### src/sv/mahs_pkg.sv
`timescale 1ns / 1ps
// shared types and constants of the moving average hysteresis switch
// no dependencies

package mahs_pkg;

	localparam int unsigned WINDOW_DEF = 5;
	localparam int unsigned DATA_W     = 12;
	localparam int unsigned ADDR_W     = 3;
	localparam int unsigned PDATA_W    = 32;

	localparam logic [DATA_W-1:0] LOW_RESET  = 12'd1200;
	localparam logic [DATA_W-1:0] HIGH_RESET = 12'd1800;

	// register select, taken from paddr[2]
	localparam logic REG_LOW  = 1'b0;
	localparam logic REG_HIGH = 1'b1;

	typedef struct packed {
		logic [DATA_W-1:0] low;
		logic [DATA_W-1:0] high;
	} thresh_t;

endpackage

### src/sv/mahs_if.sv
`timescale 1ns / 1ps
// valid/ready channels for samples and results
// depends on mahs_pkg

interface mahs_sample_if;
	logic                         valid;
	logic                         ready;
	logic [mahs_pkg::DATA_W-1:0]  sample_mv;

	modport source (output valid, output sample_mv, input ready);
	modport sink   (input valid, input sample_mv, output ready);
endinterface

interface mahs_result_if;
	logic                         valid;
	logic                         ready;
	logic [mahs_pkg::DATA_W-1:0]  average_mv;
	logic                         switch_on;

	modport source (output valid, output average_mv, output switch_on, input ready);
	modport sink   (input valid, input average_mv, input switch_on, output ready);
endinterface

### src/sv/mahs_cell.sv
`timescale 1ns / 1ps
// one window cell: holds a sample and hands it to the next cell on each transfer
// depends on mahs_pkg

module mahs_cell (
	input  logic                        clk,
	input  logic                        shift,
	input  logic                        fill,
	input  logic [mahs_pkg::DATA_W-1:0] sample,
	input  logic [mahs_pkg::DATA_W-1:0] prev,
	output logic [mahs_pkg::DATA_W-1:0] value
);

	logic [mahs_pkg::DATA_W-1:0] value_q;

	// fill loads every cell with the same sample, otherwise take the neighbour
	always_ff @(posedge clk) begin
		if (shift) begin
			value_q <= fill ? sample : prev;
		end
	end

	assign value = value_q;

endmodule

### src/sv/mahs_regs.sv
`timescale 1ns / 1ps
// apb threshold registers
// depends on mahs_pkg

module mahs_regs (
	input  logic                         clk,
	input  logic                         arst_n,
	input  logic                         psel,
	input  logic                         penable,
	input  logic                         pwrite,
	input  logic [mahs_pkg::ADDR_W-1:0]  paddr,
	input  logic [mahs_pkg::PDATA_W-1:0] pwdata,
	output logic [mahs_pkg::PDATA_W-1:0] prdata,
	output logic                         pready,
	output mahs_pkg::thresh_t            thresh
);

	mahs_pkg::thresh_t thresh_q;
	logic              wr_en;

	assign wr_en = psel && penable && pwrite;
	assign pready = 1'b1;

	always_ff @(posedge clk or negedge arst_n) begin
		if (!arst_n) begin
			thresh_q.low  <= mahs_pkg::LOW_RESET;
			thresh_q.high <= mahs_pkg::HIGH_RESET;
		end else if (wr_en) begin
			case (paddr[2])
				mahs_pkg::REG_LOW: begin
					thresh_q.low <= pwdata[mahs_pkg::DATA_W-1:0];
				end
				mahs_pkg::REG_HIGH: begin
					thresh_q.high <= pwdata[mahs_pkg::DATA_W-1:0];
				end
				default: begin
					thresh_q <= thresh_q;
				end
			endcase
		end
	end

	always_comb begin
		case (paddr[2])
			mahs_pkg::REG_LOW: begin
				prdata = {{(mahs_pkg::PDATA_W-mahs_pkg::DATA_W){1'b0}}, thresh_q.low};
			end
			mahs_pkg::REG_HIGH: begin
				prdata = {{(mahs_pkg::PDATA_W-mahs_pkg::DATA_W){1'b0}}, thresh_q.high};
			end
			default: begin
				prdata = '0;
			end
		endcase
	end

	assign thresh = thresh_q;

endmodule

### src/sv/moving_average_hysteresis_switch_unit.sv
`timescale 1ns / 1ps
// top level of the moving average hysteresis switch
// depends on mahs_pkg, mahs_if, mahs_cell, mahs_regs
//
// channel   dir   handshake      payload
// samples   in    valid/ready    sample_mv[11:0]
// results   out   valid/ready    average_mv[11:0], switch_on
// apb       in    psel/penable   low_threshold @0x0, high_threshold @0x4
//
// one sample per cycle while no stage stalls; s1, s2 and the output register lie between transfer in and result shown
// stages: running sum (s1), reciprocal multiply (s2), hysteresis and output register
// each stage has its own valid and stalls only when the stage ahead is full
// arst_n clears the sum, primed flag, valids and switch; cells hold data only
// the first sample after reset fills every cell of the chain

module moving_average_hysteresis_switch_unit #(
	parameter int unsigned WINDOW = mahs_pkg::WINDOW_DEF
) (
	input  logic                         clk,
	input  logic                         arst_n,
	mahs_sample_if.sink                  samples,
	mahs_result_if.source                results,
	input  logic                         psel,
	input  logic                         penable,
	input  logic                         pwrite,
	input  logic [mahs_pkg::ADDR_W-1:0]  paddr,
	input  logic [mahs_pkg::PDATA_W-1:0] pwdata,
	output logic [mahs_pkg::PDATA_W-1:0] prdata,
	output logic                         pready
);

	localparam int unsigned DW      = mahs_pkg::DATA_W;
	// sum is wide enough for WINDOW full-scale samples
	localparam int unsigned SUM_W   = $clog2(WINDOW * 4095 + 1);
	localparam int unsigned LOG_W   = $clog2(WINDOW);
	// floor(x / WINDOW) == (x * RECIP) >> SHIFT for every x below 2**SUM_W
	localparam int unsigned SHIFT   = SUM_W + LOG_W;
	localparam int unsigned RECIP_W = SUM_W + 2;
	localparam int unsigned PROD_W  = SUM_W + RECIP_W;
	localparam logic [RECIP_W-1:0] RECIP =
		RECIP_W'((64'd1 << SHIFT) / 64'(WINDOW) + 64'd1);

	mahs_pkg::thresh_t thresh;

	// handshake and stage control
	logic in_xfer;
	logic rdy_out, rdy_s2, rdy_s1;
	logic valid_s1, valid_s2, out_valid_q;

	// window chain and running sum
	logic [DW-1:0]    chain [WINDOW];
	logic             primed_q;
	logic [SUM_W-1:0] sum_q;
	logic [SUM_W:0]   sum_ext;
	logic [SUM_W-1:0] sum_next;

	logic [SUM_W-1:0]  sum_s1;
	logic [PROD_W-1:0] prod;
	logic [DW-1:0]     quot_s2;
	logic [DW-1:0]     avg_q;
	logic              sw_q;
	logic              sw_next;

	mahs_regs u_regs (
		.clk     (clk),
		.arst_n  (arst_n),
		.psel    (psel),
		.penable (penable),
		.pwrite  (pwrite),
		.paddr   (paddr),
		.pwdata  (pwdata),
		.prdata  (prdata),
		.pready  (pready),
		.thresh  (thresh)
	);

	// a stage may load when it is empty or its content moves on this cycle
	assign rdy_out = !out_valid_q || results.ready;
	assign rdy_s2  = !valid_s2 || rdy_out;
	assign rdy_s1  = !valid_s1 || rdy_s2;
	assign samples.ready = rdy_s1;
	assign in_xfer = samples.valid && rdy_s1;

	// cell chain: cell 0 takes the new sample, the last cell holds the oldest one
	for (genvar i = 0; i < WINDOW; i++) begin : g_cell
		if (i == 0) begin : g_head
			mahs_cell u_cell (
				.clk    (clk),
				.shift  (in_xfer),
				.fill   (!primed_q),
				.sample (samples.sample_mv),
				.prev   (samples.sample_mv),
				.value  (chain[i])
			);
		end else begin : g_body
			mahs_cell u_cell (
				.clk    (clk),
				.shift  (in_xfer),
				.fill   (!primed_q),
				.sample (samples.sample_mv),
				.prev   (chain[i-1]),
				.value  (chain[i])
			);
		end
	end

	// oldest sample leaves the sum as the new one enters; never goes negative
	assign sum_ext = {1'b0, sum_q} - (SUM_W+1)'(chain[WINDOW-1])
		+ (SUM_W+1)'(samples.sample_mv);
	assign sum_next = primed_q ? sum_ext[SUM_W-1:0]
		: SUM_W'(32'(samples.sample_mv) * 32'(WINDOW));

	always_ff @(posedge clk or negedge arst_n) begin
		if (!arst_n) begin
			primed_q <= 1'b0;
			sum_q    <= '0;
		end else if (in_xfer) begin
			primed_q <= 1'b1;
			sum_q    <= sum_next;
		end
	end

	// stage 1: snapshot of the sum after this sample
	always_ff @(posedge clk or negedge arst_n) begin
		if (!arst_n) begin
			valid_s1 <= 1'b0;
		end else if (rdy_s1) begin
			valid_s1 <= samples.valid;
		end
	end

	always_ff @(posedge clk) begin
		if (in_xfer) begin
			sum_s1 <= sum_next;
		end
	end

	// stage 2: divide by the window length through the reciprocal
	assign prod = PROD_W'(sum_s1) * PROD_W'(RECIP);

	always_ff @(posedge clk or negedge arst_n) begin
		if (!arst_n) begin
			valid_s2 <= 1'b0;
		end else if (rdy_s2) begin
			valid_s2 <= valid_s1;
		end
	end

	always_ff @(posedge clk) begin
		if (rdy_s2 && valid_s1) begin
			quot_s2 <= prod[SHIFT +: DW];
		end
	end

	// hysteresis: turn-on test first, so it wins when thresholds cross
	always_comb begin
		sw_next = sw_q;
		if (quot_s2 < thresh.low) begin
			sw_next = 1'b1;
		end else if (quot_s2 > thresh.high) begin
			sw_next = 1'b0;
		end
	end

	// output register, also the latched switch state
	always_ff @(posedge clk or negedge arst_n) begin
		if (!arst_n) begin
			out_valid_q <= 1'b0;
			sw_q        <= 1'b0;
		end else if (rdy_out) begin
			out_valid_q <= valid_s2;
			if (valid_s2) begin
				sw_q <= sw_next;
			end
		end
	end

	always_ff @(posedge clk) begin
		if (rdy_out && valid_s2) begin
			avg_q <= quot_s2;
		end
	end

	assign results.valid      = out_valid_q;
	assign results.average_mv = avg_q;
	assign results.switch_on  = sw_q;

endmodule

### src/flat_wrapper.sv
// flat-port wrapper written by rule: the top's interface ports become plain ports
module moving_average_hysteresis_switch_unit_flat 
#(
	parameter int unsigned WINDOW = mahs_pkg::WINDOW_DEF
)
  (clk, arst_n, psel, penable, pwrite, paddr, pwdata, prdata, pready, samples_valid, samples_sample_mv, samples_ready, results_valid, results_average_mv, results_switch_on, results_ready);
  mahs_sample_if samples_i ();
  mahs_result_if results_i ();
  input  logic clk;
  input  logic arst_n;
  input  logic psel;
  input  logic penable;
  input  logic pwrite;
  input  logic [mahs_pkg::ADDR_W-1:0] paddr;
  input  logic [mahs_pkg::PDATA_W-1:0] pwdata;
  output logic [mahs_pkg::PDATA_W-1:0] prdata;
  output logic pready;
  input wire logic [$bits(samples_i.valid)-1:0] samples_valid;
  input wire logic [$bits(samples_i.sample_mv)-1:0] samples_sample_mv;
  output wire logic [$bits(samples_i.ready)-1:0] samples_ready;
  output wire logic [$bits(results_i.valid)-1:0] results_valid;
  output wire logic [$bits(results_i.average_mv)-1:0] results_average_mv;
  output wire logic [$bits(results_i.switch_on)-1:0] results_switch_on;
  input wire logic [$bits(results_i.ready)-1:0] results_ready;
  assign samples_i.valid = samples_valid;
  assign samples_i.sample_mv = samples_sample_mv;
  assign samples_ready = samples_i.ready;
  assign results_valid = results_i.valid;
  assign results_average_mv = results_i.average_mv;
  assign results_switch_on = results_i.switch_on;
  assign results_i.ready = results_ready;
  moving_average_hysteresis_switch_unit #(.WINDOW(WINDOW)) u_core (.clk(clk), .arst_n(arst_n), .samples(samples_i), .results(results_i), .psel(psel), .penable(penable), .pwrite(pwrite), .paddr(paddr), .pwdata(pwdata), .prdata(prdata), .pready(pready));
endmodule
### config.mk
export PLATFORM = sky130hd
export DESIGN_NAME = moving_average_hysteresis_switch_unit_flat
export DESIGN_NICKNAME = d
export VERILOG_FILES = /design/src/sv/mahs_pkg.sv /design/src/sv/mahs_if.sv /design/src/sv/mahs_cell.sv /design/src/sv/mahs_regs.sv /design/src/sv/moving_average_hysteresis_switch_unit.sv /design/src/flat_wrapper.sv
export SDC_FILE = /design/constraint.sdc
export NUM_CORES = 1
export LEC_CHECK = 0
export BUFFER_PORTS_ARGS = -buffer_cell sky130_fd_sc_hd__buf_2
export CORE_ASPECT_RATIO = 0.8
export CORE_MARGIN = 2
export CORE_UTILIZATION = 39
export DETAILED_ROUTE_END_ITERATION = 16
export GPL_TIMING_DRIVEN = 0
export HOLD_SLACK_MARGIN = 0.03
export SLEW_MARGIN = 20
export SYNTH_ARGS = -nofsm -noshare
export SYNTH_HDL_FRONTEND = slang
export SYNTH_SLANG_ARGS = --single-unit
### constraint.sdc
create_clock -name clk -period 9.75 [get_ports clk]
set_clock_uncertainty 0.05 [all_clocks]
set_input_delay 0.4875 -clock clk [delete_from_list [all_inputs] [get_ports clk]]
set_output_delay 0.4875 -clock clk [all_outputs]
set_load 0.005 [all_outputs]
==> results.txt, run 1 <==
----------------------------------------------------
[Run status]
  Run status ... completed

[Global route]
  Pin count of the biggest net entering global routing ... 56
  Via count of the first global-routing pass ... 7,395
  Number of antenna violations at the first check in global routing ... 0
  GRT Resource Usage Total ... 16.3%
  Remaining global-route overflow ... 0
  First-pass GRT wire length ... 38,400 um

[Timing]
  Slew of the pin with the lowest slew margin ... 818 ps
  Pins over their slew limit ... 0
  Max_slew headroom ... 45.5%
  Setup-failing EPs final ... 0
  Final hold violations ... 0
  Crit path time final ... 5820 ps
  Maximum frequency from static timing analysis ... ~170 MHz
  Unrepaired setup endpoints after global routing ... false
  Final worst hold slack ... 220 ps
  Ratio of final minimum period to clock period ... 59.7%
  Final setup TNS ... 0 ps

[Routing]
  Wire per inst ... 15.3 um
  Router iterations before antenna repair ... 4
  Number of DRC markers in iteration 0 ... about 430
  Ratio of routed vias to standard cells ... 4.92
  DR DRC count ... 0
  Wirelength, routed ... 23,700 um
  ANT nets after route ... 0
  Total via count in the routed design ... roughly 7,600

[Min path]
  Instance count along the most critical hold path ... 2
  HP Start ... samples_valid
  Worst Hold Endpoint ... u_core.valid_s1$_DFFE_PN0N_
  Hold crit path type ... in -> reg

[Clock tree]
  Clock buffer depth ... 2
  CTS root buf ... clkbuf_16
  Number of setup buffers added after CTS ... 0
  Hold Buf Count CTS ... 1
  Total CTS buffers ... 17
  CTS tree ... built
  Insertion delay of the later-clocked pin in the worst-skew pair ... roughly 430 ps
  Total of cells resized after clock tree synthesis ... 0
  H-tree Lvls ... 4
  TritonCTS sink count ... between 100 and 150
  Clock Pin Slew Worst Setup and Hold Paths ... 60 ps

[Logic synthesis]
  Post-synthesis cell area ... 0.0112 mm^2
  Library cell with the largest summed area after synthesis ... edfxtp_1
  Syn Inst Count ... 1,061
  Yosys warning total ... 0
  Async set-reset flop share out of synthesis ... 30.8%
  Area share of the largest cell type after synthesis ... 26.5%
  Part of the Yosys area used for sequential elements ... 36.4%
  Synth Area per Inst ... 10.6 um^2
  Top post-synthesis cells by area ... edfxtp_1 (26%), ha_1 (19%), fa_1 (12%), dfrtp_1 (8.0%), nand2_1 (5.6%)
  Synth cell types ... 63
  Synth Register Bits ... 143
  Predominant post-synthesis flop cell ... edfxtp_1
  Post-synth EDFFs ... 99

[Die]
  Horiz. Die Dim ... between 150 and 200 um
  Total die area ... 0.0302 mm^2
  Floorplan core area ... 0.0283 mm^2
  Starting utilization of the core area ... 39.7%
  Die outline height ... 156 um
  # rows ... 55
  I/O pin cnt ... around 100

[Setup path]
  Crit Path Class ... reg -> reg
  Max FO, Critical Path ... 7
  CP Data Arrival Time ... approximately 5900 ps
  Reg2Reg Launch Point ... u_core.sum_s1[6]$_DFFE_PP_
  Crit start category ... register
  Critical path capture point type ... register
  R2R depth ... 16
  End of the worst register-to-register path ... u_core.quot_s2[6]$_DFFE_PP_
  Endpoint required time on the critical path ... around 9900 ps
  Setup slack of the most critical reg-to-reg path ... 3930 ps

[Finish]
  Post-synthesis to final-layout area growth ... 13.4%
  Final Net Count ... roughly 1,400
  Fill cell total of the finished layout ... 2,704
  Fraction of final layout cells with drive strength greater than 1 ... 14.7%
  Finished layout cell area ... 0.0127 mm^2

[Placed design]
  GP Congestion ... 0.860
  Dpl cell area ... 0.0121 mm^2
  HPWL reported at the end of detailed placement ... around 19,000 um
  Count of buffers inserted at the top-level ports ... 58

[Job]
  Number of violations of the max-capacitance limit ... 0

----------------------------------------------------
[layer usage]
layer / GRT usage (%) / wire length (um) / vias up
met4: 4.29 / 310 / 0
met2: 24.9 / 10300 / 145
met3: 3.52 / 1090 / 21
met5: 0 / 0 / -
li1: - / - / 3768
met1: 23.4 / 12000 / 3665
[worst max path at each step]
stage	to	cells after the start	slack, ps	startpoint
floorplan	u_core.quot_s2[11]$_DFFE_PP_	18	4480	u_core.sum_s1[13]$_DFFE_PP_
CTS	u_core.quot_s2[11]$_DFFE_PP_	16	3960	u_core.sum_s1[6]$_DFFE_PP_
global placement	u_core.quot_s2[6]$_DFFE_PP_	16	3970	u_core.sum_s1[6]$_DFFE_PP_
global route	u_core.quot_s2[6]$_DFFE_PP_	16	3580	u_core.sum_s1[6]$_DFFE_PP_
detailed placement	u_core.quot_s2[11]$_DFFE_PP_	16	3990	u_core.sum_s1[6]$_DFFE_PP_
finish	u_core.quot_s2[6]$_DFFE_PP_	16	3930	u_core.sum_s1[6]$_DFFE_PP_
[logic make-up after synthesis]
kind of cell	Yosys count	share of synthesized area (%)
flip-flops	143	36.4
multiplexers	35	3.48
AND/OR/NAND/NOR	253	9.84
AO/OA/AOI/OAI	150	8.82
adder cells (fa/ha/maj)	235	30.7
buffers and inverters	200	7.39
other	2	0.0669
XOR/XNOR	43	3.35
[final cells by class]
cell class | instances | area (um^2) | share of cell area (%)
multi-input combinational | 737 | 6380 | 50.1
sequential | 143 | 4080 | 32.1
inverter | 163 | 612 | 4.80
tap | 370 | 463 | 3.64
clock buffer | 18 | 429 | 3.37
timing repair buffer | 61 | 348 | 2.73
buffer | 37 | 221 | 1.74
clock inverter | 14 | 191 | 1.50
antenna | 1 | 2.50 | 0.0197
[metrics by stage]
step / worst slack [ps] / utilization (%) / instances
2_1_floorplan: 4480 / - / 1080
3_3_place_gp: 3970 / 42.6 / 1508
3_5_place_dp: 3990 / 42.8 / 1510
4_1_cts: 3960 / 45.0 / 1543
5_1_grt: 3580 / 45.0 / 1543
6_report: 3930 / 45.0 / 1544
[placed cells by master, fill, tap and decap left out, types with 4 or more instances in the layout]
master	n
nand2_1	167
edfxtp_1	99
ha_1	168
buf_2	58
nor3_1	4
o21ai_0	41
inv_1	162
dfstp_2	8
a31oi_1	4
o21bai_1	4
nand3_1	8
clkbuf_1	9
xor2_1	22
mux2_2	32
and3_1	6
bufinv_16	4
o21a_1	7
nor2_1	27
buf_1	7
dfrtp_1	36
and2_1	5
or2_2	6
clkinv_2	4
a21o_1	20
nor2b_1	7
a21oi_1	40
clkbuf_16	17
nand4_1	7
conb_1	21
a211oi_1	4
buf_4	21
fa_1	67
xnor2_1	21
nand2b_1	6
[Yosys cell counts, types with 7 or more instances]
| library cell | number |
|---|---|
| o21a_1 | 7 |
| nand2_1 | 167 |
| a21oi_1 | 40 |
| fa_1 | 67 |
| edfxtp_1 | 99 |
| ha_1 | 168 |
| dfrtp_1 | 36 |
| inv_1 | 162 |
| xor2_1 | 22 |
| xnor2_1 | 21 |
| clkbuf_1 | 9 |
| nand3_1 | 8 |
| nor2b_1 | 7 |
| nor2_1 | 27 |
| mux2_2 | 32 |
| dfstp_2 | 8 |
| nand4_1 | 7 |
| o21ai_0 | 41 |
| buf_4 | 21 |
| a21o_1 | 20 |
| buf_1 | 7 |
[flip-flops by register name, indices dropped and copies added (netlist names), 12 cells and up]
name                               count
u_core.results.average_mv             12
u_core.sum_q                          15
u_core.sum_s1                         15
u_core.g_cell.g_head.u_cell.value     12
u_core.g_cell.g_body.u_cell.value     48
u_core.u_regs.thresh                  24
u_core.quot_s2                        12
[worst max-delay path: stages, from the launching register on]
cell and delay [ps]:
edfxtp_1 560, ha_1 450, xnor2_1 300, inv_1 90, fa_1 550, inv_1 80
fa_1 540, inv_1 60, fa_1 500, fa_1 490, ha_1 350, and4_1 250
nor2b_1 140, a2111oi_1 520, o221ai_1 240, a41oi_1 260, xnor2_1 120
Power of run 1 is left out: the tool's default activity adds up to more than one toggle a clock period on the data nets, which glitch-free logic cannot reach.
==> inputs of run 2 (changes only) <==
==> constraint.sdc (replaced) <==
create_clock -name clk -period 5.5 [get_ports clk]
set_clock_uncertainty 0.05 [all_clocks]
set_input_delay 0.275 -clock clk [delete_from_list [all_inputs] [get_ports clk]]
set_output_delay 0.275 -clock clk [all_outputs]
set_load 0.005 [all_outputs]
==> run 2 against run 1 <==
  * Sequential share of layout area down 1.3 points
  * Non-clock buffer count up 30
  * Flip-flop and latch count unchanged
  * Setup slack worse by 3800 ps
  * Critical path type unchanged
  * Maximum frequency up 8.1%
==> results.txt, run 2 (synthesized netlist as in run 1, its figures left out) <==
----------------------------------------------------
[Routing]
  Router iterations before antenna repair ... 4 (unchanged)
  Ratio of routed vias to standard cells ... 4.91 (-0.20%)
  DR DRC count ... 0 (unchanged)
  ANT nets after route ... 0 (unchanged)
  Wirelength, routed ... 24,200 um (+2.5%)
  Number of DRC markers in iteration 0 ... 413 (-3.7%)
  Wire per inst ... 15.4 um (+0.52%)
  Total via count in the routed design ... 7,731 (+1.7%)

[Setup path]
  Crit Path Class ... reg -> reg
  CP Data Arrival Time ... 5520 ps (-420 ps)
  Critical path capture point type ... register
  Crit start category ... register
  Max FO, Critical Path ... 4 (-3)
  Endpoint required time on the critical path ... 5630 ps (-4240 ps)

[Timing]
  Pins over their slew limit ... 0 (unchanged)
  Maximum frequency from static timing analysis ... 186 MHz (+8.1%)
  Final hold violations ... 0 (unchanged)
  Setup-failing EPs final ... 0 (unchanged)
  Crit path time final ... 5390 ps (-436 ps)
  Max_slew headroom ... 44.9% (-0.56 points)
  Final setup TNS ... 0 ps (unchanged)
  Ratio of final minimum period to clock period ... 97.9% (+38 points)
  Slew of the pin with the lowest slew margin ... 826 ps (+8.47 ps)

[Clock tree]
  TritonCTS sink count ... 143 (unchanged)
  CTS tree ... built
  Clock buffer depth ... 2 (unchanged)
  Total CTS buffers ... 17 (unchanged)
  Insertion delay of the later-clocked pin in the worst-skew pair ... 430 ps (about the same)
  Clock Pin Slew Worst Setup and Hold Paths ... 60 ps (about the same)
  H-tree Lvls ... 4 (unchanged)
  CTS root buf ... clkbuf_16

[Global route]
  Number of antenna violations at the first check in global routing ... 0 (unchanged)
  Pin count of the biggest net entering global routing ... 56 (unchanged)
  GRT Resource Usage Total ... 16.4% (+0.11 points)
  First-pass GRT wire length ... 38,700 um (+0.79%)
  Via count of the first global-routing pass ... 7,475 (+1.1%)
  Remaining global-route overflow ... 0 (unchanged)

[Placed design]
  HPWL reported at the end of detailed placement ... 18,900 um (unchanged)
  GP Congestion ... 0.860 (unchanged)
  Count of buffers inserted at the top-level ports ... 58 (unchanged)
  Dpl cell area ... 0.0121 mm^2 (unchanged)
  Number of placed instances with taps included ... 1,510 (unchanged)

[Die]
  Total die area ... 0.0302 mm^2 (unchanged)
  I/O pin cnt ... 102 (unchanged)
  Die outline height ... 156 um (unchanged)
  Floorplan core area ... 0.0283 mm^2 (unchanged)
  Starting utilization of the core area ... 39.7% (unchanged)
  Horiz. Die Dim ... 194 um (unchanged)
  # rows ... 55 (unchanged)

[Finish]
  Final cell count without fillers ... 1,574 (+1.9%)
  Finished layout cell area ... 0.0133 mm^2 (+4.1%)
  Final Net Count ... 1,479 (+2.1%)
  Final design utilization ... 46.9% (+1.9 points)
  Post-synthesis to final-layout area growth ... 18.1%
  Max reg flops ... 48 (unchanged)
  Leading cell type in the layout, fill and taps excluded ... nand2_1
  Fraction of final layout cells with drive strength greater than 1 ... 19.5% (+4.9 points)
  Commonest cells after routing, fill and taps aside ... nand2_1 (167), inv_1 (157), ha_1 (154)

[Run status]
  Run status ... completed

[Min path]
  Hold crit path type ... in -> reg

[Job]
  Number of violations of the max-capacitance limit ... 0 (unchanged)

----------------------------------------------------
[run 2: worst max-delay path, cell delays in order, from the launching register on]
cell,delay [ps]
edfxtp_1,440
ha_4,300
inv_1,50
fa_1,460
inv_2,100
and3_4,180
nor2_2,40
ha_1,330
fa_2,400
fa_1,490
fa_1,550
ha_4,220
and3_4,160
and3_4,180
a221o_1,400
a2111o_1,490
a31oi_2,210
xnor2_1,90
[run 2: per-layer routing]
layer	GRT usage [%]	wire length, um
met5	0	0
met4	4.29	341
met3	3.52	1260
met2	25.2	10700
met1	23.5	11900
[run 2: path summary, 6_finish.rpt]
| check | startpoint | endpoint | slack (ps) | cells after the start |
|---|---|---|---|---|
| worst max register to register | u_core.sum_s1[1]$_DFFE_PP_ | u_core.quot_s2[11]$_DFFE_PP_ | 110 | 17 |
| worst min register to register | u_core.valid_s1$_DFFE_PN0N_ | u_core.valid_s2$_DFFE_PN0P_ | 450 | 1 |
| worst min-delay path | pwdata[5] | u_core.u_regs.thresh[5]$_DFFE_PN0P_ | 50 | 2 |
| min in group asynchronous | arst_n | u_core.u_regs.thresh[5]$_DFFE_PN0P_ | 290 | 2 |
| max in group asynchronous | arst_n | u_core.sum_q[5]$_DFFE_PN0P_ | 4570 | 3 |
| worst max-delay path | u_core.sum_s1[1]$_DFFE_PP_ | u_core.quot_s2[11]$_DFFE_PP_ | 110 | 17 |
[run 2: what timing repair did]
item / CTS / global route
endpoints found under the hold margin: 21 / 0
hold buffers: 8 / 0
buffers inserted: 11 / 12
endpoints found under the setup margin: 9 / 9
pin swaps: 4 / 30
resized for setup: 9 / 39
[run 2: final cells by class]
type	count	area (um^2)
Timing Repair Buffer	91	594
Clock buffer	18	429
Multi-Input combinational cell	737	6660
Antenna cell	1	2.50
Clock inverter	14	191
Fill cell	2667	15000
Inverter	163	612
Buffer	37	221
Sequential cell	143	4080
Tap cell	370	463
[run 2: per-stage QoR]
stage	setup slack [ps]	hold slack (ps)
after floorplan	226	-70.6
after global placement	-276	414
after detailed placement	-259	214
after CTS	10.5	33.1
after global routing	-44.9	31.4
final	113	51.8
Power of run 2 is left out for the same reason.
